## config.mk

```make
export PLATFORM = sky130hd
export DESIGN_NAME = joystick_average_and_scale
export DESIGN_NICKNAME = d
export VERILOG_FILES = /design/src/rtl/jas_pkg.sv /design/src/rtl/jas_cfg.sv /design/src/rtl/jas_ring.sv /design/src/rtl/jas_div.sv /design/src/rtl/joystick_average_and_scale.sv
export SDC_FILE = /design/constraint.sdc
export NUM_CORES = 1
export LEC_CHECK = 0
export ABC_AREA = 1
export BUFFER_PORTS_ARGS = -buffer_cell sky130_fd_sc_hd__buf_2
export CORE_MARGIN = 3
export CORE_UTILIZATION = 41
export CTS_CLUSTER_DIAMETER = 100
export DETAILED_ROUTE_END_ITERATION = 12
export PLACE_DENSITY = 0.6
export SYNTH_ARGS = -nofsm -noshare
export SYNTH_HDL_FRONTEND = slang
export SYNTH_SLANG_ARGS = --single-unit
```

## constraint.sdc

```tcl
create_clock -name clk -period 6.5 [get_ports clk]
set_input_delay 1.3 -clock clk [delete_from_list [all_inputs] [get_ports clk]]
set_output_delay 1.3 -clock clk [all_outputs]
set_load 0.01 [all_outputs]
```

## src/rtl/jas_pkg.sv

```systemverilog
package jas_pkg;

    localparam int SMP_W    = 12;
    localparam int SPAN_W   = 13;
    localparam int PERIOD_W = 8;
    localparam int NUM_CH   = 4;
    localparam int NUM_AXES = 3;
    localparam int DIV_W    = 24;
    localparam int APB_AW   = 5;
    localparam int APB_DW   = 32;

    // Register indexes on the APB port (byte address = 4 * index)
    localparam logic [2:0] REG_PERIOD  = 3'd0;
    localparam logic [2:0] REG_SPAN0   = 3'd1;
    localparam logic [2:0] REG_CENTER0 = 3'd2;
    localparam logic [2:0] REG_SPAN1   = 3'd3;
    localparam logic [2:0] REG_CENTER1 = 3'd4;
    localparam logic [2:0] REG_SPAN2   = 3'd5;
    localparam logic [2:0] REG_CENTER2 = 3'd6;

    localparam logic [PERIOD_W-1:0] PERIOD_RST  = 8'd8;
    localparam logic [SPAN_W-1:0]   SPAN0_RST   = 13'd4091;
    localparam logic [SMP_W-1:0]    CENTER0_RST = 12'd2064;
    localparam logic [SPAN_W-1:0]   SPAN1_RST   = 13'd4088;
    localparam logic [SMP_W-1:0]    CENTER1_RST = 12'd2063;
    localparam logic [SPAN_W-1:0]   SPAN2_RST   = 13'(-3930);
    localparam logic [SMP_W-1:0]    CENTER2_RST = 12'd2003;

    localparam logic [SMP_W-1:0] SCALE_MID = 12'd2048;
    localparam logic [SMP_W-1:0] SCALE_TOP = 12'd4095;
    localparam logic [SMP_W-1:0] SCALE_BOT = 12'd0;
    localparam logic [DIV_W-1:0] POS_LIMIT = 24'd2047;
    localparam logic [DIV_W-1:0] NEG_LIMIT = 24'd2048;

    typedef struct packed {
        logic [SMP_W-1:0] sample_ch0;
        logic [SMP_W-1:0] sample_ch1;
        logic [SMP_W-1:0] sample_ch2;
        logic [SMP_W-1:0] sample_ch3;
    } jas_in_t;

    typedef struct packed {
        logic [SMP_W-1:0] scaled_axis0;
        logic [SMP_W-1:0] scaled_axis1;
        logic [SMP_W-1:0] scaled_axis2;
        logic [SMP_W-1:0] channel3_average;
    } jas_out_t;

    typedef struct packed {
        logic [PERIOD_W-1:0]               period;
        logic [NUM_AXES-1:0][SPAN_W-1:0]   span;
        logic [NUM_AXES-1:0][SMP_W-1:0]    center;
    } jas_cfg_t;

endpackage

```

## src/rtl/jas_cfg.sv

```systemverilog
module jas_cfg
    import jas_pkg::*;
(
    input  logic              clk,
    input  logic              rst_n,
    input  logic              psel,
    input  logic              penable,
    input  logic              pwrite,
    input  logic [APB_AW-1:0] paddr,
    input  logic [APB_DW-1:0] pwdata,
    output logic [APB_DW-1:0] prdata,
    output logic              pready,
    output jas_cfg_t          cfg
);

    logic [PERIOD_W-1:0]             period_reg;
    logic [NUM_AXES-1:0][SPAN_W-1:0] span_reg;
    logic [NUM_AXES-1:0][SMP_W-1:0]  center_reg;
    logic [2:0]                      idx;
    logic                            wr_en;

    assign idx    = paddr[4:2];
    assign wr_en  = psel && penable && pwrite;
    assign pready = 1'b1;

    always_ff @(posedge clk or negedge rst_n)
    begin
        if (!rst_n)
        begin
            period_reg    <= PERIOD_RST;
            span_reg[0]   <= SPAN0_RST;
            span_reg[1]   <= SPAN1_RST;
            span_reg[2]   <= SPAN2_RST;
            center_reg[0] <= CENTER0_RST;
            center_reg[1] <= CENTER1_RST;
            center_reg[2] <= CENTER2_RST;
        end
        else if (wr_en)
        begin
            unique case (idx)
                REG_PERIOD:  period_reg    <= pwdata[PERIOD_W-1:0];
                REG_SPAN0:   span_reg[0]   <= pwdata[SPAN_W-1:0];
                REG_CENTER0: center_reg[0] <= pwdata[SMP_W-1:0];
                REG_SPAN1:   span_reg[1]   <= pwdata[SPAN_W-1:0];
                REG_CENTER1: center_reg[1] <= pwdata[SMP_W-1:0];
                REG_SPAN2:   span_reg[2]   <= pwdata[SPAN_W-1:0];
                REG_CENTER2: center_reg[2] <= pwdata[SMP_W-1:0];
                default:     ;
            endcase
        end
    end

    always_comb
    begin
        unique case (idx)
            REG_PERIOD:  prdata = APB_DW'(period_reg);
            REG_SPAN0:   prdata = APB_DW'(span_reg[0]);
            REG_CENTER0: prdata = APB_DW'(center_reg[0]);
            REG_SPAN1:   prdata = APB_DW'(span_reg[1]);
            REG_CENTER1: prdata = APB_DW'(center_reg[1]);
            REG_SPAN2:   prdata = APB_DW'(span_reg[2]);
            REG_CENTER2: prdata = APB_DW'(center_reg[2]);
            default:     prdata = '0;
        endcase
    end

    assign cfg.period = period_reg;
    assign cfg.span   = span_reg;
    assign cfg.center = center_reg;

endmodule

```

## src/rtl/jas_ring.sv

```systemverilog
module jas_ring
    import jas_pkg::*;
#(
    parameter int NUM_SAMPLES = 5,
    parameter int IDX_W       = 3
)
(
    input  logic             clk,
    input  logic             rst_n,
    input  logic             wr_en,
    input  jas_in_t          wr_row,
    input  logic [IDX_W-1:0] rd_addr,
    output jas_in_t          rd_row
);

    jas_in_t                 mem [NUM_SAMPLES];
    logic [NUM_SAMPLES-1:0]  valid_reg;
    logic [IDX_W-1:0]        wr_idx_reg;
    jas_in_t                 rd_raw_reg;
    logic                    rd_ok_reg;

    always_ff @(posedge clk)
    begin
        if (wr_en)
        begin
            mem[wr_idx_reg] <= wr_row;
        end
        rd_raw_reg <= mem[rd_addr];
    end

    // A row never written reads as zero, as after reset
    always_ff @(posedge clk or negedge rst_n)
    begin
        if (!rst_n)
        begin
            valid_reg  <= '0;
            wr_idx_reg <= '0;
            rd_ok_reg  <= 1'b0;
        end
        else
        begin
            rd_ok_reg <= valid_reg[rd_addr];
            if (wr_en)
            begin
                valid_reg[wr_idx_reg] <= 1'b1;
                if (wr_idx_reg == IDX_W'(NUM_SAMPLES - 1))
                    wr_idx_reg <= '0;
                else
                    wr_idx_reg <= wr_idx_reg + 1'b1;
            end
        end
    end

    assign rd_row = rd_ok_reg ? rd_raw_reg : '0;

endmodule

```

## src/rtl/jas_div.sv

```systemverilog
module jas_div
    import jas_pkg::*;
(
    input  logic              clk,
    input  logic              rst_n,
    input  logic              start,
    input  logic [DIV_W-1:0]  dividend,
    input  logic [SPAN_W-1:0] divisor,
    output logic              done,
    output logic [DIV_W-1:0]  quotient
);

    localparam int CNT_W = $clog2(DIV_W + 1);

    logic [DIV_W-1:0]  q_reg;
    logic [SPAN_W-1:0] rem_reg;
    logic [SPAN_W-1:0] dvs_reg;
    logic [CNT_W-1:0]  cnt_reg;
    logic              busy_reg;
    logic              done_reg;
    logic [SPAN_W:0]   rem_sh;
    logic [SPAN_W:0]   rem_sub;
    logic              fits;

    // Restoring division: shift one dividend bit into the remainder per cycle
    assign rem_sh  = {rem_reg, q_reg[DIV_W-1]};
    assign rem_sub = rem_sh - {1'b0, dvs_reg};
    assign fits    = rem_sh >= {1'b0, dvs_reg};

    always_ff @(posedge clk)
    begin
        if (start && !busy_reg)
        begin
            q_reg   <= dividend;
            rem_reg <= '0;
            dvs_reg <= divisor;
        end
        else if (busy_reg)
        begin
            q_reg   <= {q_reg[DIV_W-2:0], fits};
            rem_reg <= fits ? rem_sub[SPAN_W-1:0] : rem_sh[SPAN_W-1:0];
        end
    end

    always_ff @(posedge clk or negedge rst_n)
    begin
        if (!rst_n)
        begin
            busy_reg <= 1'b0;
            done_reg <= 1'b0;
            cnt_reg  <= '0;
        end
        else
        begin
            done_reg <= 1'b0;
            if (start && !busy_reg)
            begin
                busy_reg <= 1'b1;
                cnt_reg  <= CNT_W'(DIV_W);
            end
            else if (busy_reg)
            begin
                cnt_reg <= cnt_reg - 1'b1;
                if (cnt_reg == CNT_W'(1))
                begin
                    busy_reg <= 1'b0;
                    done_reg <= 1'b1;
                end
            end
        end
    end

    assign done     = done_reg;
    assign quotient = q_reg;

endmodule

```

## src/rtl/joystick_average_and_scale.sv

```systemverilog
// Joystick averaging and calibration.
// Input channel (in_valid / in_stall / in_data): one transaction per ADC tick
// with four 12-bit samples. Each sample goes into a ring of the last
// NUM_SAMPLES ticks. Every sample_period ticks the block averages each channel
// over the ring and emits one result on the output channel (out_valid /
// out_stall / out_data): axes 0..2 as (avg - center) * 4095 / span clamped and
// offset by 2048, channel 3 as its plain average.
// A tick that emits nothing is accepted without stalling. A tick that emits
// holds in_stall while the ring is swept one row per cycle, then one shared
// bit-serial divider runs four averages and three scalings at one quotient bit
// per cycle. A span of zero skips its division. The result sits in an output
// register; if the receiver stalls, input is still taken on non-emitting ticks,
// and the next result waits until the previous one is taken.
// Registers sit on an APB port at byte address 4 * index, pready always high.
// Reset clears the ring to zero, the tick counter, and loads register defaults.
module joystick_average_and_scale
    import jas_pkg::*;
#(
    parameter int NUM_SAMPLES = 5
)
(
    input  logic              clk,
    input  logic              rst_n,
    input  logic              in_valid,
    output logic              in_stall,
    input  jas_in_t           in_data,
    output logic              out_valid,
    input  logic              out_stall,
    output jas_out_t          out_data,
    input  logic              psel,
    input  logic              penable,
    input  logic              pwrite,
    input  logic [APB_AW-1:0] paddr,
    input  logic [APB_DW-1:0] pwdata,
    output logic [APB_DW-1:0] prdata,
    output logic              pready
);

    localparam int IDX_W = (NUM_SAMPLES > 1) ? $clog2(NUM_SAMPLES) : 1;
    localparam int CNT_W = $clog2(NUM_SAMPLES + 1);
    localparam int SUM_W = SMP_W + $clog2(NUM_SAMPLES);

    localparam logic [2:0] JOB_FIRST_AXIS = 3'd4;
    localparam logic [2:0] JOB_LAST       = 3'd6;

    typedef enum logic [2:0] {
        ST_IDLE,
        ST_SWEEP,
        ST_PREP,
        ST_START,
        ST_WAIT,
        ST_FINISH
    } state_t;

    jas_cfg_t cfg;
    jas_in_t  rd_row;

    state_t                           state_reg;
    logic [PERIOD_W-1:0]              tick_reg;
    logic [CNT_W-1:0]                 rd_cnt_reg;
    logic [NUM_CH-1:0][SUM_W-1:0]     sum_reg;
    logic [NUM_CH-1:0][SMP_W-1:0]     avg_reg;
    logic [NUM_AXES-1:0][SMP_W-1:0]   res_reg;
    logic [2:0]                       job_reg;
    logic [DIV_W-1:0]                 dividend_reg;
    logic [SPAN_W-1:0]                divisor_reg;
    logic                             neg_reg;
    logic                             out_valid_reg;
    jas_out_t                         out_data_reg;

    logic                  in_accept;
    logic [PERIOD_W-1:0]   tick_inc;
    logic                  emit;
    logic [IDX_W-1:0]      rd_addr;
    logic                  axis_job;
    logic [1:0]            lane;
    logic [SMP_W:0]        diff;
    logic [SMP_W:0]        diff_mag;
    logic [DIV_W-1:0]      prod_mag;
    logic [SPAN_W-1:0]     span_sel;
    logic [SPAN_W-1:0]     span_mag;
    logic                  span_zero;
    logic [SMP_W-1:0]      zero_span_res;
    logic                  div_done;
    logic [DIV_W-1:0]      div_q;
    logic [SMP_W-1:0]      scaled;

    jas_cfg u_cfg (
        .clk     (clk),
        .rst_n   (rst_n),
        .psel    (psel),
        .penable (penable),
        .pwrite  (pwrite),
        .paddr   (paddr),
        .pwdata  (pwdata),
        .prdata  (prdata),
        .pready  (pready),
        .cfg     (cfg)
    );

    jas_ring #(
        .NUM_SAMPLES (NUM_SAMPLES),
        .IDX_W       (IDX_W)
    ) u_ring (
        .clk     (clk),
        .rst_n   (rst_n),
        .wr_en   (in_accept),
        .wr_row  (in_data),
        .rd_addr (rd_addr),
        .rd_row  (rd_row)
    );

    jas_div u_div (
        .clk      (clk),
        .rst_n    (rst_n),
        .start    (state_reg == ST_START),
        .dividend (dividend_reg),
        .divisor  (divisor_reg),
        .done     (div_done),
        .quotient (div_q)
    );

    assign in_stall  = (state_reg != ST_IDLE);
    assign in_accept = in_valid && (state_reg == ST_IDLE);
    assign tick_inc  = tick_reg + 1'b1;
    assign emit      = tick_inc >= cfg.period;

    assign rd_addr = (rd_cnt_reg < CNT_W'(NUM_SAMPLES)) ? rd_cnt_reg[IDX_W-1:0] : '0;

    // Axis scaling operands: |diff| * 4095 as a shift and subtract
    assign axis_job  = job_reg >= JOB_FIRST_AXIS;
    assign lane      = job_reg[1:0];
    assign diff      = {1'b0, avg_reg[lane]} - {1'b0, cfg.center[lane]};
    assign diff_mag  = diff[SMP_W] ? (~diff + 1'b1) : diff;
    assign prod_mag  = {diff_mag[SMP_W-1:0], {SMP_W{1'b0}}}
                     - {{(DIV_W-SMP_W){1'b0}}, diff_mag[SMP_W-1:0]};
    assign span_sel  = cfg.span[lane];
    assign span_mag  = span_sel[SPAN_W-1] ? (~span_sel + 1'b1) : span_sel;
    assign span_zero = (span_sel == '0);

    always_comb
    begin
        priority if (diff == '0)
            zero_span_res = SCALE_MID;
        else if (diff[SMP_W])
            zero_span_res = SCALE_BOT;
        else
            zero_span_res = SCALE_TOP;
    end

    // Clamp the truncated quotient and shift to the unsigned range
    always_comb
    begin
        if (neg_reg)
            scaled = (div_q > NEG_LIMIT) ? SCALE_BOT : (SCALE_MID - div_q[SMP_W-1:0]);
        else
            scaled = (div_q > POS_LIMIT) ? SCALE_TOP : (SCALE_MID + div_q[SMP_W-1:0]);
    end

    always_ff @(posedge clk or negedge rst_n)
    begin
        if (!rst_n)
        begin
            state_reg     <= ST_IDLE;
            tick_reg      <= '0;
            rd_cnt_reg    <= '0;
            job_reg       <= '0;
            out_valid_reg <= 1'b0;
            sum_reg       <= '0;
            avg_reg       <= '0;
            res_reg       <= '0;
            dividend_reg  <= '0;
            divisor_reg   <= '0;
            neg_reg       <= 1'b0;
            out_data_reg  <= '0;
        end
        else
        begin
            // drop the taken result unless a new one is loaded below
            if (out_valid_reg && !out_stall && (state_reg != ST_FINISH))
                out_valid_reg <= 1'b0;

            unique case (state_reg)
                ST_IDLE:
                begin
                    if (in_valid)
                    begin
                        tick_reg <= emit ? '0 : tick_inc;
                        if (emit)
                        begin
                            state_reg  <= ST_SWEEP;
                            rd_cnt_reg <= '0;
                            sum_reg    <= '0;
                        end
                    end
                end

                ST_SWEEP:
                begin
                    // read data is registered, so it lags the address
                    if (rd_cnt_reg != '0)
                    begin
                        sum_reg[0] <= sum_reg[0] + SUM_W'(rd_row.sample_ch0);
                        sum_reg[1] <= sum_reg[1] + SUM_W'(rd_row.sample_ch1);
                        sum_reg[2] <= sum_reg[2] + SUM_W'(rd_row.sample_ch2);
                        sum_reg[3] <= sum_reg[3] + SUM_W'(rd_row.sample_ch3);
                    end
                    if (rd_cnt_reg == CNT_W'(NUM_SAMPLES))
                    begin
                        state_reg <= ST_PREP;
                        job_reg   <= '0;
                    end
                    else
                    begin
                        rd_cnt_reg <= rd_cnt_reg + 1'b1;
                    end
                end

                ST_PREP:
                begin
                    if (!axis_job)
                    begin
                        dividend_reg <= DIV_W'(sum_reg[lane]);
                        divisor_reg  <= SPAN_W'(NUM_SAMPLES);
                        state_reg    <= ST_START;
                    end
                    else if (span_zero)
                    begin
                        // saturate by the sign of the difference, no division
                        res_reg[lane] <= zero_span_res;
                        if (job_reg == JOB_LAST)
                            state_reg <= ST_FINISH;
                        else
                            job_reg <= job_reg + 1'b1;
                    end
                    else
                    begin
                        dividend_reg <= prod_mag;
                        divisor_reg  <= span_mag;
                        neg_reg      <= diff[SMP_W] ^ span_sel[SPAN_W-1];
                        state_reg    <= ST_START;
                    end
                end

                ST_START:
                begin
                    state_reg <= ST_WAIT;
                end

                ST_WAIT:
                begin
                    if (div_done)
                    begin
                        if (axis_job)
                            res_reg[lane] <= scaled;
                        else
                            avg_reg[lane] <= div_q[SMP_W-1:0];
                        if (job_reg == JOB_LAST)
                        begin
                            state_reg <= ST_FINISH;
                        end
                        else
                        begin
                            job_reg   <= job_reg + 1'b1;
                            state_reg <= ST_PREP;
                        end
                    end
                end

                ST_FINISH:
                begin
                    // hold until the output register is free
                    if (!out_valid_reg || !out_stall)
                    begin
                        out_valid_reg                 <= 1'b1;
                        out_data_reg.scaled_axis0     <= res_reg[0];
                        out_data_reg.scaled_axis1     <= res_reg[1];
                        out_data_reg.scaled_axis2     <= res_reg[2];
                        out_data_reg.channel3_average <= avg_reg[3];
                        state_reg                     <= ST_IDLE;
                    end
                end

                default:
                begin
                    state_reg <= ST_IDLE;
                end
            endcase
        end
    end

    assign out_valid = out_valid_reg;
    assign out_data  = out_data_reg;

endmodule

```

==> flow_summary_export.csv, run 1 <==
group,metric,value,unit
detailed_routing,highest_layer,"met5",
critical_path,crit_path_frequent_cell,"nand2_1",
detailed_routing,firstDrtPassIters,6,
power,p_leak,16.3,nW
timing,hold_viol,0,
run,cap_violations,0,
die,die_area,0.0846,mm²
power,pwr-share-clk,0.443,
cells_and_area,largest_register_ffs,240,
detailed_routing,drt.antenna.violating_nets,0,
yosys,ys_top_cells_by_count,"nand2_1, o21ai_0, inv_1",
global_routing,grt_max_degree,117,
yosys,yosys.area.top_type,"edfxtp_1",
detailed_routing,wl_met3,3690,µm
die,initial_core_util,0.418,
die,core.rowCount,103,
clock_network,clk_latency,0.65,ns
detailed_routing,drtIter0Drc,1900,
clock_network,root_buffer,"clkbuf_16",
yosys,synth_most_common_cell,"nand2_1",
global_routing,grt_first_pass_wirelength,136000,µm
critical_path,slowest_delay,0.80,ns
power,ir_drop,0.294,mV
place,placed_cell_area,0.0349,mm²
timing,rsz0062_at_grt,"false",
detailed_routing,avgRoutedWirePerCell,17.8,µm
detailed_routing,wl_met2,41300,µm
place,place_inst,4653,
yosys,ys_ff_latch,685,
detailed_routing,wl_met1,38700,µm
detailed_routing,routed_via_density,5.20,
power,p_int,7.45,mW
critical_path,cp-end-kind,"register",
yosys,ys_seq_area_frac,0.549,
cells_and_area,fill_cells,7611,
clock_network,htree_num_levels,3,
clock_network,post_cts_resized,0,
critical_path,worst_ep_required_time,7.03,ns
timing,finClkSkew,0.0402,ns
die,fp.dieW,291,µm
yosys,synth_area,0.0333,mm²
yosys,yosys_warnings,0,
clock_network,clkTransAtPathRegs,0.06,ns
cells_and_area,multi_input_area,0.0129,mm²
clock_network,cts_tree,"built",
cells_and_area,syn_to_final_growth,12.7,%
clock_network,cts_hold_buf,0,
detailed_routing,vias,24950,
critical_path,path_max_fanout,55,
cells_and_area,nets,3878,
clock_network,cts_max_path_buffers,3,
critical_path,cp.arrival,5.73,ns
global_routing,grt_pass1_vias,24021,
cells_and_area,register_area,0.0183,mm²
global_routing,grt_usage,0.199,
yosys,ys.flop_type,"dfrtp_1",
clock_network,cts_made_buffers,78,
timing,min_period,5.20,ns
critical_path,cp_cell_sequence,"buf_4 > o21ai_0 > a21oi_1 > ha_1 > inv_1 > fa_1 > nand2_1 > nand2_2 > nand2_1 > nor2_1 > nor2_2 > buf_4 > nand2_1 > nand2_2 > ha_1 > nand2_1 > nor2_4 > nand4_4 > nor2_2 > nand2_2 > nand3_1 > nand2_1 > nor2_1 > nor2_1",
worst_hold_path,hold_path.class,"register to register",
cells_and_area,drive_gt1_frac,0.118,
global_routing,grt_overflow,0,
detailed_routing,drc,0,
cells_and_area,final_cells,4801,
critical_path,r2r_setup_slack,1.30,ns
place,numPortBuffers,133,
power,p_comb_frac,0.082,
yosys,synth_edf_count,277,
global_routing,antenna_found_initial,6,
timing,fmax,192,MHz
cells_and_area,postLayoutCellArea,0.0375,mm²
yosys,yosysTopAreaCellShare,0.250,
yosys,syn_avg_cell_area,9.27,µm²
power,sw_frac_of_total,0.248,
yosys,synthDistinctLibCells,70,
yosys,async_reset_ff_frac,0.507,
power,pwr-share-seq,0.476,
critical_path,crit_slowest_cell,"dfrtp_2",
yosys,synthCells,3589,
die,design.portCount,175,
place,gp_congestion,0.876,
die,die_h,291,µm
timing,worstMarginPinSlew,1.17,ns
power,switchingPower,2.46,mW
power,powerDensity,265,mW/mm²
timing,layout_setup_ws,1.30,ns
clock_network,postCtsSetupBuffers,0,
yosys,synth_top_cells_by_area,"edfxtp_1, dfrtp_1, nand2_1",
critical_path,crit_type,"register to register",
die,core,0.0796,mm²
timing,drv_slew,0,
place,hpwlAfterDp,56400,µm
timing,slew_headroom,0.215,
timing,fin_crit_sh,0.801,
place,place_worst_setup_slack,1.28,ns
detailed_routing,wl,85500,µm
run_status,status,"completed",
critical_path,critPathLaunchType,"register",
timing,setup_viol,0,
clock_network,cts_sinks,685,
[cell families after synthesis]
family,after synthesis,synth area share
adder cells (fa/ha/maj),103,0.0401
other,2,0.000226
flip-flops,685,0.549
XOR/XNOR,36,0.00948
buffers and inverters,541,0.0669
AO/OA/AOI/OAI,1008,0.177
AND/OR/NAND/NOR,1200,0.152
multiplexers,14,0.00474
[metrics by stage]
step / hold slack [ns] / util / TNS [ns] / total power [mW]
floorplan: 0.425 / - / -40.17 / 5.34
global placement: 0.430 / 0.438 / 0 / 5.59
detailed placement: 0.432 / 0.438 / 0 / 5.61
CTS: 0.447 / 0.470 / 0 / 10.0
global route: 0.449 / 0.470 / 0 / 10.3
finish: 0.447 / 0.470 / 0 / 9.91
[final cells by class]
cell class,count,share of cell area
diodes,3,0.000200
multi-input cells,2381,0.344
well taps,1050,0.0351
flip-flops and latches,685,0.488
clock buffers,107,0.0580
clock inverters,38,0.0117
inverters,368,0.0370
repair buffers,169,0.0259
[worst paths after layout]
check                                from                   to  cells past startpoint
max                            job_reg[0]     dividend_reg[12]                     24
min                        divisor_reg[8]     u_div.dvs_reg[8]                      0
max reg2reg                    job_reg[0]     dividend_reg[12]                     24
min reg2reg                divisor_reg[8]     u_div.dvs_reg[8]                      0
max in group asynchronous           rst_n          sum_reg[35]                      2
min in group asynchronous           rst_n  u_cfg.period_reg[0]                      1
[worst max-delay path: cells and delay by family (launching register included)]
kind	cells	cell delay, ns
buffers and inverters	3	0.94
AO/OA/AOI/OAI	2	0.52
flip-flops	1	0.80
AND/OR/NAND/NOR	16	1.97
adder cells (fa/ha/maj)	3	0.82
[layer usage]
metal | track usage | vias to the layer above
met5 | 0 | -
met3 | 0.0278 | 115
met4 | 0.0531 | 8
li1 | - | 12459
met2 | 0.337 | 499
met1 | 0.268 | 11869
[power by group through the flow]
stage	clock (mW)	combinational, mW	sequential (mW)
6_report	4.39	0.809	4.72
5_1_grt	4.67	0.926	4.73
4_1_cts	4.50	0.814	4.71
3_5_place_dp	0	0.810	4.80
3_3_place_gp	0	0.797	4.79
2_1_floorplan	0	0.561	4.78
[layout by cell type (no fill, tap or decap), types with 10 or more instances in the layout]
cell type,instances
nor2_1,293
dfxtp_1,61
a221oi_1,14
buf_4,34
nand2_1,657
xnor2_1,13
mux2_2,14
a22oi_1,42
nand2_2,17
clkinv_1,14
clkbuf_1,19
nand4_1,16
clkinv_2,15
o2111ai_1,10
inv_1,343
nand3_1,121
ha_1,97
dfstp_2,41
o21ai_1,25
nor3_1,30
inv_2,19
o21bai_1,101
or2_2,10
o22ai_1,31
xor2_1,23
o211ai_1,14
buf_2,132
nor2_2,16
a31oi_1,57
conb_1,20
o21a_1,13
o41ai_1,11
dfrtp_1,305
edfxtp_1,277
a21oi_1,231
o31ai_1,12
clkbuf_16,79
o21ai_0,413
No activity file was read; power rests on OpenSTA's default activity.
==> run 2, diff against run 1 <==
- ABC_AREA: 1 -> 0
- PLACE_DENSITY: 0.6 -> 0.58
- clock period: 6.5 -> 5 ns (I/O delays scaled with it)
==> run 2 against run 1 <==
Effect of this change:
- cell area rose by 0.79%
- synthesized area decreased by 0.34%
- via count shrank 10%
- largest power group unchanged
- sequential share of layout area fell by 0.36 points
- setup slack worse by 1.0 ns
- critical endpoint is now dividend_reg[21]
- critical path type unchanged
- global-route usage fell by 0.46 points
==> flow_summary_export.csv, run 2 <==
group,metric,value,unit
timing,fin_crit_sh,0.942,
global_routing,grt_overflow,0,
place,place_inst,3891,
cells_and_area,largest_register_ffs,240,
timing,worstMarginPinSlew,1.16,ns
timing,fin_setup_tns,0,ns
die,design.portCount,175,
clock_network,cts_sinks,685,
yosys,async_reset_ff_frac,0.507,
critical_path,path_max_fanout,24,
place,hpwlAfterDp,54900,µm
critical_path,cp_cell_sequence,"buf_4 > nor2b_1 > buf_4 > a21oi_1 > fa_1 > a211o_2 > a21oi_4 > o311ai_4 > a211o_4 > or3_1 > o21a_1 > o32ai_2 > nand2_1 > o21ai_1 > o21ai_0",
yosys,yosys_warnings,0,
die,fp.dieW,290,µm
die,core,0.0795,mm²
die,initial_core_util,0.417,
clock_network,htree_num_levels,3,
detailed_routing,vias,22337,
power,powerDensity,353,mW/mm²
yosys,syn_avg_cell_area,11.8,µm²
critical_path,worst_ep_required_time,5.48,ns
detailed_routing,avgRoutedWirePerCell,20.6,µm
die,core.rowCount,103,
die,die_h,290,µm
clock_network,cts_tree,"built",
timing,setup_viol,0,
yosys,synth_edf_count,277,
clock_network,cts_hold_buf,0,
worst_hold_path,hold_path.class,"register to register",
global_routing,antenna_found_initial,3,
clock_network,clkTransAtPathRegs,0.06,ns
timing,hold_viol,0,
cells_and_area,postLayoutCellArea,0.0378,mm²
run_status,status,"completed",
yosys,synth_area,0.0331,mm²
yosys,yosys.area.top_type,"edfxtp_1",
detailed_routing,routed_via_density,5.54,
timing,slew_headroom,0.229,
critical_path,crit_type,"register to register",
clock_network,cts_max_path_buffers,3,
global_routing,grt_first_pass_wirelength,131000,µm
cells_and_area,layout_commonest_cell,"dfrtp_1",
global_routing,grt_max_degree,130,
detailed_routing,drc,0,
clock_network,cts_made_buffers,77,
worst_hold_path,min_path_cells,0,
yosys,synthCells,2802,
yosys,synthDistinctLibCells,97,
timing,drv_slew,0,
detailed_routing,drt.antenna.violating_nets,0,
place,placed_cell_area,0.0350,mm²
timing,finClkSkew,0.0312,ns
global_routing,grt_usage,0.194,
timing,rsz0062_at_grt,"false",
place,gp_congestion,0.856,
place,numPortBuffers,133,
yosys,synth_top_cells_by_area,"edfxtp_1, dfrtp_1, mux2_2",
cells_and_area,final_cells,4035,
cells_and_area,final_cell_mix,"dfrtp_1, nand2_1, edfxtp_1, mux2_2, o21ai_0",
detailed_routing,wl,82900,µm
critical_path,critPathLaunchType,"register",
power,p_leak,16.1,nW
critical_path,rr_worst_depth,15,
critical_path,cp.arrival,5.19,ns
run,cap_violations,0,
cells_and_area,syn_to_final_growth,14.0,%
critical_path,slowest_delay,0.49,ns
cells_and_area,fin_util,0.475,
timing,layout_setup_ws,0.290,ns
critical_path,cp-end-kind,"register",
yosys,ys_top_cells_by_count,"dfrtp_1, nand2_1, edfxtp_1",
cells_and_area,drive_gt1_frac,0.218,
power,ir_drop,0.359,mV
yosys,ys_ff_latch,685,
yosys,yosysTopAreaCellShare,0.251,
detailed_routing,drtIter0Drc,1656,
yosys,ys_seq_area_frac,0.551,
place,place_worst_setup_slack,0.189,ns
timing,min_period,4.71,ns
global_routing,grt_pass1_vias,22555,
cells_and_area,nets,3115,
die,die_area,0.0843,mm²
critical_path,crit_slowest_cell,"fa_1",
critical_path,crit_path_frequent_cell,"buf_4",
yosys,ys.flop_type,"dfrtp_1",
detailed_routing,firstDrtPassIters,5,
yosys,synth_most_common_cell,"dfrtp_1",
clock_network,root_buffer,"clkbuf_16",
timing,fmax,212,MHz
clock_network,clk_latency,0.63,ns
==> run 2: cell types whose count changed after synthesis, moves of 47 or more <==
| cell | delta |
|---|---|
| a21oi_1 | -121 |
| inv_1 | -265 |
| mux2_2 | +189 |
| nand2_1 | -370 |
| mux2i_1 | +107 |
| o21ai_0 | -271 |
| and2_1 | +57 |
| nand3_1 | -103 |
| o21a_1 | +47 |
| nor2b_1 | +57 |
| o21bai_1 | -82 |
| xnor2_1 | +50 |
| nor2_1 | -180 |
==> run 2: worst paths after layout <==
kind | start | endpoint | slack, ns
worst max-delay path | job_reg[0] | dividend_reg[21] | 0.29
worst min-delay path | divisor_reg[8] | u_div.dvs_reg[8] | 0.45
worst max register to register | job_reg[0] | dividend_reg[21] | 0.29
worst min register to register | divisor_reg[8] | u_div.dvs_reg[8] | 0.45
max in group asynchronous | rst_n | out_valid | 3.50
min in group asynchronous | rst_n | avg_reg[42] | 0.46
==> run 2: cell type report <==
class                      instances  area, µm²
sequential                       685      18300
clock inverter                    25        365
tap                             1050       1310
clock buffer                     118       2350
fill                            7095      41700
inverter                          81        304
timing repair buffer             194       1190
multi-input combinational       1881      14000
antenna                            1       2.50
==> run 2: power breakdown <==
part	total, mW	leakage [nW]	internal [mW]	switching [mW]
sequential	6.14	7.62	6.02	0.116
combinational	1.28	7.11	0.532	0.747
clock	5.90	1.32	3.58	2.32
total	13.3	16.1	10.1	3.18
==> run 2: cell families after synthesis <==
| kind of cell | count (synthesis) | synth area share |
|---|---|---|
| AO/OA/AOI/OAI | 647 | 0.132 |
| XOR/XNOR | 101 | 0.0267 |
| adder cells (fa/ha/maj) | 103 | 0.0402 |
| buffers and inverters | 254 | 0.0322 |
| flip-flops | 685 | 0.551 |
| multiplexers | 341 | 0.122 |
| other | 2 | 0.000227 |
| AND/OR/NAND/NOR | 669 | 0.0952 |
==> run 2: layer usage <==
metal / share of wire / global-route usage / up-vias
li1: - / - / 10495
met1: 0.45 / 0.264 / 11214
met2: 0.49 / 0.327 / 502
met3: 0.042 / 0.0295 / 124
met4: 0.021 / 0.0487 / 2
met5: 0.00016 / 0 / -
==> run 2: stage by stage <==
step	hold slack (ns)	power, mW
3_3_place_gp	0.435	7.49
5_1_grt	0.463	13.9
4_1_cts	0.450	13.5
6_report	0.452	13.3
2_1_floorplan	0.425	7.08
3_5_place_dp	0.436	7.52
==> run 2: what timing repair did <==
action / CTS / global route
gates resized for setup: 0 / 4
setup endpoints to repair: 0 / 4
setup buffers: 0 / 0
==> run 2: worst max-delay path: cells and delay by family, from the launching register on <==
family / cells / cell delay [ns]
buffers and inverters: 2 / 0.59
flip-flops: 1 / 0.48
adder cells (fa/ha/maj): 1 / 0.49
AND/OR/NAND/NOR: 3 / 0.76
AO/OA/AOI/OAI: 9 / 2.23
